<file path="src/hw/rtl/mcog_pkg.sv">
package mcog_pkg;

    localparam int CX_W        = 12;
    localparam int RADIUS_W    = 7;
    localparam int COORD_W     = 14;
    localparam int MAX_RADIUS  = 64;
    localparam int RESULT_CAP  = 48;
    // Offset a holds values up to the maximum radius.
    localparam int A_W         = $clog2(MAX_RADIUS + 1);
    localparam int N_W         = $clog2(RESULT_CAP + 1);
    // The error term stays within a few times the radius in magnitude.
    localparam int ERR_W       = A_W + 5;
    localparam int QUEUE_DEPTH = 2;
    localparam int QUEUE_AW    = $clog2(QUEUE_DEPTH);

    typedef struct packed {
        logic [CX_W-1:0] cx;
        logic [CX_W-1:0] cy;
        logic [A_W-1:0]  r;
    } t_req;

    typedef enum logic {
        ST_IDLE,
        ST_RUN
    } t_back_state;

endpackage

</file>
<file path="src/hw/rtl/mcog_front.sv">
module mcog_front (
    input  logic                     i_in_valid,
    input  logic [mcog_pkg::CX_W-1:0]     i_center_x,
    input  logic [mcog_pkg::CX_W-1:0]     i_center_y,
    input  logic [mcog_pkg::RADIUS_W-1:0] i_radius,
    input  logic                     i_queue_full,
    output logic                     o_in_stall,
    output logic                     o_push,
    output mcog_pkg::t_req           o_req
);
    import mcog_pkg::*;

    logic w_clamp;

    // Requests wait at the input while the queue has no free entry.
    assign o_in_stall = i_queue_full;
    assign o_push     = i_in_valid && !i_queue_full;

    assign w_clamp  = (i_radius > RADIUS_W'(MAX_RADIUS));
    assign o_req.cx = i_center_x;
    assign o_req.cy = i_center_y;
    assign o_req.r  = w_clamp ? A_W'(MAX_RADIUS) : A_W'(i_radius);

endmodule

</file>
<file path="src/hw/rtl/mcog_fifo.sv">
module mcog_fifo (
    input  logic           i_clk,
    input  logic           i_rst_n,
    input  logic           i_push,
    input  mcog_pkg::t_req i_wr_data,
    input  logic           i_pop,
    output mcog_pkg::t_req o_rd_data,
    output logic           o_full,
    output logic           o_empty
);
    import mcog_pkg::*;

    t_req                r_mem [QUEUE_DEPTH];
    logic [QUEUE_AW-1:0] r_wr_ptr, n_wr_ptr;
    logic [QUEUE_AW-1:0] r_rd_ptr, n_rd_ptr;
    logic [QUEUE_AW:0]   r_count, n_count;

    assign o_full    = (r_count == (QUEUE_AW+1)'(QUEUE_DEPTH));
    assign o_empty   = (r_count == '0);
    assign o_rd_data = r_mem[r_rd_ptr];

    always_comb begin
        n_wr_ptr = r_wr_ptr;
        n_rd_ptr = r_rd_ptr;
        n_count  = r_count;
        if (i_push) begin
            n_wr_ptr = (r_wr_ptr == QUEUE_AW'(QUEUE_DEPTH - 1)) ? '0 : r_wr_ptr + 1'b1;
        end
        if (i_pop) begin
            n_rd_ptr = (r_rd_ptr == QUEUE_AW'(QUEUE_DEPTH - 1)) ? '0 : r_rd_ptr + 1'b1;
        end
        if (i_push && !i_pop) begin
            n_count = r_count + 1'b1;
        end else if (i_pop && !i_push) begin
            n_count = r_count - 1'b1;
        end
    end

    always_ff @(posedge i_clk) begin
        if (!i_rst_n) begin
            r_wr_ptr <= '0;
            r_rd_ptr <= '0;
            r_count  <= '0;
        end else begin
            r_wr_ptr <= n_wr_ptr;
            r_rd_ptr <= n_rd_ptr;
            r_count  <= n_count;
        end
    end

    always_ff @(posedge i_clk) begin
        if (i_push) begin
            r_mem[r_wr_ptr] <= i_wr_data;
        end
    end

endmodule

</file>
<file path="src/hw/rtl/mcog_back.sv">
module mcog_back (
    input  logic                             i_clk,
    input  logic                             i_rst_n,
    input  mcog_pkg::t_req                   i_req,
    input  logic                             i_queue_empty,
    output logic                             o_pop,
    input  logic                             i_out_stall,
    output logic                             o_out_valid,
    output logic signed [mcog_pkg::COORD_W-1:0] o_x_plus_far,
    output logic signed [mcog_pkg::COORD_W-1:0] o_x_minus_far,
    output logic signed [mcog_pkg::COORD_W-1:0] o_x_plus_near,
    output logic signed [mcog_pkg::COORD_W-1:0] o_x_minus_near,
    output logic signed [mcog_pkg::COORD_W-1:0] o_y_plus_far,
    output logic signed [mcog_pkg::COORD_W-1:0] o_y_minus_far,
    output logic signed [mcog_pkg::COORD_W-1:0] o_y_plus_near,
    output logic signed [mcog_pkg::COORD_W-1:0] o_y_minus_near,
    output logic                             o_last
);
    import mcog_pkg::*;

    t_back_state             r_state, n_state;
    logic [A_W-1:0]          r_a, r_b;
    logic signed [ERR_W-1:0] r_err;
    logic [N_W-1:0]          r_n;
    logic [CX_W-1:0]         r_cx, r_cy;
    logic                    r_out_valid;

    logic                    w_load;
    logic                    w_emit;
    logic [A_W-1:0]          w_b_next;
    logic [A_W-1:0]          w_a_next;
    logic [N_W-1:0]          w_n_next;
    logic signed [ERR_W-1:0] w_bn_s;
    logic signed [ERR_W-1:0] w_a_s;
    logic signed [ERR_W-1:0] w_e1;
    logic signed [ERR_W-1:0] w_diff;
    logic signed [ERR_W-1:0] w_err_next;
    logic                    w_dec;
    logic                    w_fin;
    logic [COORD_W-1:0]      w_cx, w_cy, w_a, w_b;

    // The output register takes a new result whenever it is empty or being drained.
    assign w_load = !r_out_valid || !i_out_stall;

    always_comb begin
        n_state = r_state;
        unique case (r_state)
            ST_IDLE: begin
                if (!i_queue_empty) begin
                    n_state = ST_RUN;
                end
            end
            ST_RUN: begin
                if (w_load && w_fin) begin
                    n_state = ST_IDLE;
                end
            end
            default: n_state = ST_IDLE;
        endcase
    end

    always_comb begin
        o_pop  = 1'b0;
        w_emit = 1'b0;
        unique case (r_state)
            ST_IDLE: o_pop  = !i_queue_empty;
            ST_RUN:  w_emit = w_load;
            default: begin
                o_pop  = 1'b0;
                w_emit = 1'b0;
            end
        endcase
    end

    // One step of the recurrence. A decrement of a is taken when err - a is not negative.
    always_comb begin
        w_b_next   = r_b + 1'b1;
        w_n_next   = r_n + 1'b1;
        w_bn_s     = $signed(ERR_W'(w_b_next));
        w_a_s      = $signed(ERR_W'(r_a));
        w_e1       = r_err + w_bn_s + w_bn_s + ERR_W'(1);
        w_diff     = w_e1 - w_a_s;
        w_dec      = !w_diff[ERR_W-1];
        w_a_next   = w_dec ? r_a - 1'b1 : r_a;
        w_err_next = w_dec ? (w_e1 + ERR_W'(3) - w_a_s - w_a_s) : w_e1;
        // Compare before the decrement so that a never has to go below zero.
        w_fin      = (w_dec ? (r_a <= w_b_next) : (r_a < w_b_next))
                     || (w_n_next >= N_W'(RESULT_CAP));
    end

    assign w_cx = COORD_W'(r_cx);
    assign w_cy = COORD_W'(r_cy);
    assign w_a  = COORD_W'(r_a);
    assign w_b  = COORD_W'(r_b);

    always_ff @(posedge i_clk) begin
        if (!i_rst_n) begin
            r_state     <= ST_IDLE;
            r_out_valid <= 1'b0;
        end else begin
            r_state <= n_state;
            if (w_emit) begin
                r_out_valid <= 1'b1;
            end else if (!i_out_stall) begin
                r_out_valid <= 1'b0;
            end
        end
    end

    always_ff @(posedge i_clk) begin
        if (o_pop) begin
            r_cx  <= i_req.cx;
            r_cy  <= i_req.cy;
            r_a   <= i_req.r;
            r_b   <= '0;
            r_err <= '0;
            r_n   <= '0;
        end else if (w_emit) begin
            r_a   <= w_a_next;
            r_b   <= w_b_next;
            r_err <= w_err_next;
            r_n   <= w_n_next;
        end
        if (w_emit) begin
            o_x_plus_far   <= $signed(w_cx + w_a);
            o_x_minus_far  <= $signed(w_cx - w_a);
            o_x_plus_near  <= $signed(w_cx + w_b);
            o_x_minus_near <= $signed(w_cx - w_b);
            o_y_plus_far   <= $signed(w_cy + w_a);
            o_y_minus_far  <= $signed(w_cy - w_a);
            o_y_plus_near  <= $signed(w_cy + w_b);
            o_y_minus_near <= $signed(w_cy - w_b);
            o_last         <= w_fin;
        end
    end

    assign o_out_valid = r_out_valid;

endmodule

</file>
<file path="src/hw/rtl/midpoint_circle_octant_generator.sv">
// Midpoint circle octant generator.
// Input channel (i_in_valid / o_in_stall) carries one circle request: centre
// column, centre row and radius. A radius above 64 is clamped to 64.
// Output channel (o_out_valid / i_out_stall) carries one result per step of
// the recurrence: the four x and four y coordinates of the eight symmetric
// outline points, with o_last set on the final result of the circle.
// A transfer happens on a rising edge with valid high and stall low.
// Requests enter a two-entry queue, so up to two may be taken while a circle
// is still being traced. The tracing unit pulls one request at a time: it
// first loads the request from the queue into its recurrence registers, then
// delivers one result per cycle while the receiver keeps stall low. A circle
// of radius r gives about r / sqrt(2) + 1 results, 46 at the largest radius.
// A request transferred into an idle block is written to the queue, then
// loaded into the recurrence registers; its first result then goes into the result register.
// When the receiver stalls, the result register holds its value and the
// recurrence waits; the queue then fills and o_in_stall rises.
// Reset (synchronous, active low) empties the queue and the result register.
module midpoint_circle_octant_generator (
    input  logic                             i_clk,
    input  logic                             i_rst_n,
    input  logic                             i_in_valid,
    output logic                             o_in_stall,
    input  logic [mcog_pkg::CX_W-1:0]        i_center_x,
    input  logic [mcog_pkg::CX_W-1:0]        i_center_y,
    input  logic [mcog_pkg::RADIUS_W-1:0]    i_radius,
    output logic                             o_out_valid,
    input  logic                             i_out_stall,
    output logic signed [mcog_pkg::COORD_W-1:0] o_x_plus_far,
    output logic signed [mcog_pkg::COORD_W-1:0] o_x_minus_far,
    output logic signed [mcog_pkg::COORD_W-1:0] o_x_plus_near,
    output logic signed [mcog_pkg::COORD_W-1:0] o_x_minus_near,
    output logic signed [mcog_pkg::COORD_W-1:0] o_y_plus_far,
    output logic signed [mcog_pkg::COORD_W-1:0] o_y_minus_far,
    output logic signed [mcog_pkg::COORD_W-1:0] o_y_plus_near,
    output logic signed [mcog_pkg::COORD_W-1:0] o_y_minus_near,
    output logic                             o_last
);
    import mcog_pkg::*;

    t_req w_push_req;
    t_req w_pop_req;
    logic w_push;
    logic w_pop;
    logic w_full;
    logic w_empty;

    mcog_front u_front (
        .i_in_valid   (i_in_valid),
        .i_center_x   (i_center_x),
        .i_center_y   (i_center_y),
        .i_radius     (i_radius),
        .i_queue_full (w_full),
        .o_in_stall   (o_in_stall),
        .o_push       (w_push),
        .o_req        (w_push_req)
    );

    mcog_fifo u_fifo (
        .i_clk     (i_clk),
        .i_rst_n   (i_rst_n),
        .i_push    (w_push),
        .i_wr_data (w_push_req),
        .i_pop     (w_pop),
        .o_rd_data (w_pop_req),
        .o_full    (w_full),
        .o_empty   (w_empty)
    );

    mcog_back u_back (
        .i_clk          (i_clk),
        .i_rst_n        (i_rst_n),
        .i_req          (w_pop_req),
        .i_queue_empty  (w_empty),
        .o_pop          (w_pop),
        .i_out_stall    (i_out_stall),
        .o_out_valid    (o_out_valid),
        .o_x_plus_far   (o_x_plus_far),
        .o_x_minus_far  (o_x_minus_far),
        .o_x_plus_near  (o_x_plus_near),
        .o_x_minus_near (o_x_minus_near),
        .o_y_plus_far   (o_y_plus_far),
        .o_y_minus_far  (o_y_minus_far),
        .o_y_plus_near  (o_y_plus_near),
        .o_y_minus_near (o_y_minus_near),
        .o_last         (o_last)
    );

endmodule

</file>
<file path="config.mk">
export PLATFORM = sky130hd
export DESIGN_NAME = midpoint_circle_octant_generator
export DESIGN_NICKNAME = d
export VERILOG_FILES = /design/src/hw/rtl/mcog_pkg.sv /design/src/hw/rtl/mcog_front.sv /design/src/hw/rtl/mcog_fifo.sv /design/src/hw/rtl/mcog_back.sv /design/src/hw/rtl/midpoint_circle_octant_generator.sv
export SDC_FILE = /design/constraint.sdc
export NUM_CORES = 1
export LEC_CHECK = 0
export ABC_AREA = 1
export BUFFER_PORTS_ARGS = -buffer_cell sky130_fd_sc_hd__buf_2
export CORE_ASPECT_RATIO = 0.5
export CORE_MARGIN = 8
export CORE_UTILIZATION = 50
export DETAILED_ROUTE_END_ITERATION = 8
export GPL_TIMING_DRIVEN = 0
export PLACE_DENSITY = 0.7
export SETUP_SLACK_MARGIN = 0.1
export SLEW_MARGIN = 40
export SYNTH_ARGS = -nofsm -noshare
export SYNTH_HDL_FRONTEND = slang
export SYNTH_SLANG_ARGS = --single-unit
</file>
<file path="constraint.sdc">
create_clock -name i_clk -period 4.5 [get_ports i_clk]
set_input_delay 0.9 -clock i_clk [delete_from_list [all_inputs] [get_ports i_clk]]
set_output_delay 0.9 -clock i_clk [all_outputs]
set_load 0.05 [all_outputs]
</file>
==> impl_summary.log <==
INFO  metric drtPass1Iterations = 5
INFO  metric syn-cell-area = 12,300 µm²
INFO  metric async_reset_ff_share = 0%
INFO  metric antenna_cells_inserted = 0
INFO  metric tritoncts = yes
INFO  metric layout-drive-gt1-share = between 15 and 20%
INFO  metric netlist-cell-type-count = 43
INFO  metric syn_warnings = 0
INFO  metric synth_cells = 1,187
INFO  metric route.antenna.remaining_nets = 0
INFO  metric design.die.area = approximately 30,000 µm²
INFO  metric via_density_per_instance = 5.15
INFO  metric count_of_endpoints_failing_setup_in_the_final_report = 0
INFO  metric initial_antenna_violation_count = 0
INFO  metric dp.final_hpwl = between 20 and 25 mm
INFO  metric clock_tree.buffer_depth = 3
INFO  metric grt_start_max_net_pins = between 60 and 70
INFO  metric timing.fmax = about 240 MHz
INFO  metric logic_depth_of_the_worst_register_to_register_path = 23
INFO  metric cts_inserted_buffers = 22
INFO  metric hold_path_class = flip-flop to flip-flop
INFO  metric min-delay-start = u_fifo.r_rd_ptr$_SDFFE_PN0P_
INFO  metric ctsRootBufferMaster = sky130_fd_sc_hd__clkbuf_16
INFO  metric buffer_ports.inserted = about 150
INFO  metric first_iter_violations = 658
INFO  metric postRouteWirelength = 29.1 mm
INFO  metric wl_met3 = 1.38 mm
INFO  metric ys_seq_area_share = 52.7%
INFO  metric worst_skew_pair.late_latency = between 500 and 600 ps
INFO  metric grt_pass1_vias = 8,822
INFO  metric globalRouteTotalUtil = 18.8%
INFO  metric postCtsSetupRepairBufs = 0
INFO  metric die-height = 127 µm
INFO  metric area.sequential = 6470 µm²
INFO  metric worst_setup_end_kind = flip-flop
INFO  metric grt_pass1_wl = 45.7 mm
INFO  metric worst-slew-pin-transition = roughly 750 ps
INFO  metric worstPathArrival = 4370 ps
INFO  metric postSynthRegisterBits = 226
INFO  metric multiInputGateArea = 5080 µm²
INFO  metric rows = 40
INFO  metric gr-total-overflow = 0
INFO  metric final_min_period_over_clock_period = 92.7%
INFO  metric cts-hold-fix-buffers = 0
INFO  metric final.hold.worst_slack = 457 ps
INFO  metric fillCellCount = 1,980
INFO  metric placed_cells = 1,675
INFO  metric top_level_ports = 150
INFO  metric synthDominantAreaCellType = sky130_fd_sc_hd__edfxtp_1
INFO  metric synthFlopType = sky130_fd_sc_hd__edfxtp_1
INFO  metric htree_num_levels = 1
INFO  metric timing.hold.worst_path_depth = 1
INFO  metric placement.cell_area = around 14,000 µm²
INFO  metric clkTransAtPathRegs = around 70 ps
INFO  metric synth_top_area_share = 47.5%
INFO  metric layout-area-overhead-vs-synth = 16.9%
INFO  metric max-slew-margin-rel = 49.4%
INFO  metric layout.cell_area.non_filler = 14,300 µm²
INFO  metric gp_congestion = 0.864
INFO  metric synth-edff-count = between 150 and 200
INFO  metric top_signal_layer_used = met4
INFO  metric die_w = 238 µm
INFO  metric max_cap_violations = 0
INFO  metric initial_core_util = just over 50%
INFO  metric post-route-drc-count = 0
INFO  metric wirelength_met1 = 12.8 mm
INFO  metric cts_sink_count = 226
INFO  metric critical_path_required = 4690 ps
INFO  metric synth.area.top_cells = sky130_fd_sc_hd__edfxtp_1 47%, sky130_fd_sc_hd__ha_1 10%, sky130_fd_sc_hd__nand2_1 6.7%, sky130_fd_sc_hd__xor2_1 5.8%, sky130_fd_sc_hd__dfxtp_1 5.2%
INFO  metric met2WireLength = ~14 mm
INFO  metric routed_wire_length_per_instance = 17.0 µm
INFO  metric path_class = flip-flop to flip-flop
INFO  metric setup_repair_after_global_routing_missed_its_margin = no
INFO  metric dr_total_vias = 8,826
INFO  metric status = finished clean
INFO  metric worst_r2r_endpoint = u_back.r_a[3]$_DFFE_PP_
INFO  metric critical_path_startpoint_category = flip-flop
INFO  metric avgSynthCellArea = ~10 µm²
INFO  metric maxSlewViolCount = 0
INFO  metric final.setup_skew = 29.1 ps
INFO  metric nNetsFinal = 1,507
INFO  metric final_cells = 1,715
INFO  metric reg2reg_setup_slack = roughly 330 ps
INFO  metric fin_crit = 4170 ps
INFO  metric final_hold_viol_count = 0
INFO  metric timing.critical_path.fanout_max = 8
INFO  metric core = 24,100 µm²
INFO  metric launch_point_of_the_worst_reg_to_reg_path = u_back.r_b[0]$_SDFFE_PP0P_
registers in the layout (all words and copies together) (netlist names), named ones only:
signal and count:
u_back.o_last 1, u_back.o_out_valid 1, u_back.o_x_minus_far 12, u_back.o_x_minus_near 12, u_back.o_x_plus_far 13, u_back.o_x_plus_near 13
u_back.o_y_minus_far 12, u_back.o_y_minus_near 12, u_back.o_y_plus_far 13, u_back.o_y_plus_near 13, u_back.r_a 7, u_back.r_b 7
u_back.r_cx 12, u_back.r_cy 12, u_back.r_err 12, u_back.r_n 6, u_back.r_state 1, u_fifo.r_count 2
u_fifo.r_mem 62, u_fifo.r_rd_ptr 1, u_fifo.r_wr_ptr 1
cells in the final DEF (no fill, tap or decap), drive strengths merged, types with 4 or more instances in the layout:
| cell type | n |
|---|---|
| nand3 | 56 |
| inv | 156 |
| xor2 | 81 |
| nand4 | 9 |
| clkbuf | 44 |
| o21bai | 8 |
| bufinv | 4 |
| nand2 | 240 |
| conb | 4 |
| o21ai | 51 |
| o31ai | 11 |
| dfxtp | 32 |
| fa | 10 |
| nor3 | 11 |
| a31oi | 16 |
| edfxtp | 194 |
| o211ai | 4 |
| xnor2 | 12 |
| clkinv | 11 |
| buf | 166 |
| a21oi | 85 |
| nor2 | 61 |
| ha | 99 |
| nand3b | 5 |
final cells by class:
class	instances	share of cell area, %
buffer	37	1.43
clock inverter	16	1.43
inverter	157	4.13
multi-input combinational	770	35.4
timing repair buffer	149	5.65
tap	336	2.93
clock buffer	24	3.89
sequential	226	45.1
stage by stage:
| step | utilization, % | TNS [ps] | setup slack (ps) |
|---|---|---|---|
| global placement | 55.8 | -2320 | -331 |
| global route | 59.6 | 0 | 85.5 |
| detailed placement | 56.3 | -1540 | -220 |
| finish | 59.6 | 0 | 328 |
| CTS | 59.5 | 0 | 177 |
| floorplan | - | 0 | 512 |
layer usage:
| layer | up-vias | GRT usage, % |
|---|---|---|
| li1 | 4337 | - |
| met1 | 4227 | 24.2 |
| met2 | 215 | 32.5 |
| met3 | 47 | 3.24 |
| met4 | 0 | 5.39 |
| met5 | - | 0 |
worst max-delay path by stage:
stage / start / to / slack [ps] / cells past startpoint
final: u_back.r_b[0]$_SDFFE_PP0P_ / u_back.r_a[3]$_DFFE_PP_ / 330 / 23
after global routing: u_back.r_b[0]$_SDFFE_PP0P_ / u_back.r_a[5]$_DFFE_PP_ / 90 / 20
after CTS: u_back.r_b[0]$_SDFFE_PP0P_ / u_back.r_a[5]$_DFFE_PP_ / 180 / 23
after detailed placement: u_back.r_b[0]$_SDFFE_PP0P_ / u_back.r_a[0]$_DFFE_PP_ / -220 / 23
after global placement: u_back.r_b[1]$_SDFFE_PP0P_ / u_back.r_a[0]$_DFFE_PP_ / -330 / 23
after floorplan: u_back.r_b[1]$_SDFFE_PP0P_ / u_back.r_a[0]$_DFFE_PP_ / 510 / 20
cell families (layout without fill, tap and decap cells):
logic type | after synthesis | count (layout) | synth area share [%]
other cells | 1 | 4 | 0.0306
xor+xnor | 93 | 93 | 6.64
fa+ha+maj | 109 | 109 | 11.7
simple gates | 385 | 385 | 14.3
buf+inv | 194 | 383 | 6.40
flops | 226 | 226 | 52.7
compound gates | 179 | 179 | 8.26
synthesized netlist by cell type (all sizes together), types with 4 or more instances:
| cell type | number |
|---|---|
| o211ai | 4 |
| edfxtp | 194 |
| nor3 | 11 |
| ha | 99 |
| fa | 10 |
| nand3 | 56 |
| nor2 | 61 |
| nand4 | 9 |
| xor2 | 81 |
| a21oi | 85 |
| o21ai | 51 |
| o31ai | 11 |
| buf | 17 |
| inv | 156 |
| a31oi | 16 |
| nand2 | 240 |
| xnor2 | 12 |
| o21bai | 8 |
| dfxtp | 32 |
| clkbuf | 20 |
| nand3b | 5 |
what timing repair did:
item / 4_1_cts / 5_1_grt
pin swaps: 0 / 1
setup endpoints to repair: 7 / 12
gates resized for setup: 4 / 7
worst max-delay path: stages (launching register included):
cell	delay (ps)
sky130_fd_sc_hd__dfxtp_2	440
sky130_fd_sc_hd__ha_1	220
sky130_fd_sc_hd__nand3_1	120
sky130_fd_sc_hd__nor2_1	110
sky130_fd_sc_hd__nand2_1	100
sky130_fd_sc_hd__xor2_2	250
sky130_fd_sc_hd__inv_1	150
sky130_fd_sc_hd__ha_1	340
sky130_fd_sc_hd__nand2_1	90
sky130_fd_sc_hd__inv_1	60
sky130_fd_sc_hd__a21oi_2	180
sky130_fd_sc_hd__nand2_2	100
sky130_fd_sc_hd__nand3b_1	90
sky130_fd_sc_hd__nand2_1	90
sky130_fd_sc_hd__inv_1	120
sky130_fd_sc_hd__ha_1	180
sky130_fd_sc_hd__nand2_1	50
sky130_fd_sc_hd__a21oi_1	120
sky130_fd_sc_hd__nand3_1	130
sky130_fd_sc_hd__nor2_4	190
sky130_fd_sc_hd__nand3_2	150
sky130_fd_sc_hd__nand2_4	140
sky130_fd_sc_hd__nand2_4	90
sky130_fd_sc_hd__o21ai_4	280
Power is left out: the tool's default activity adds up to more than one toggle a clock period on the data nets, which glitch-free logic cannot reach.
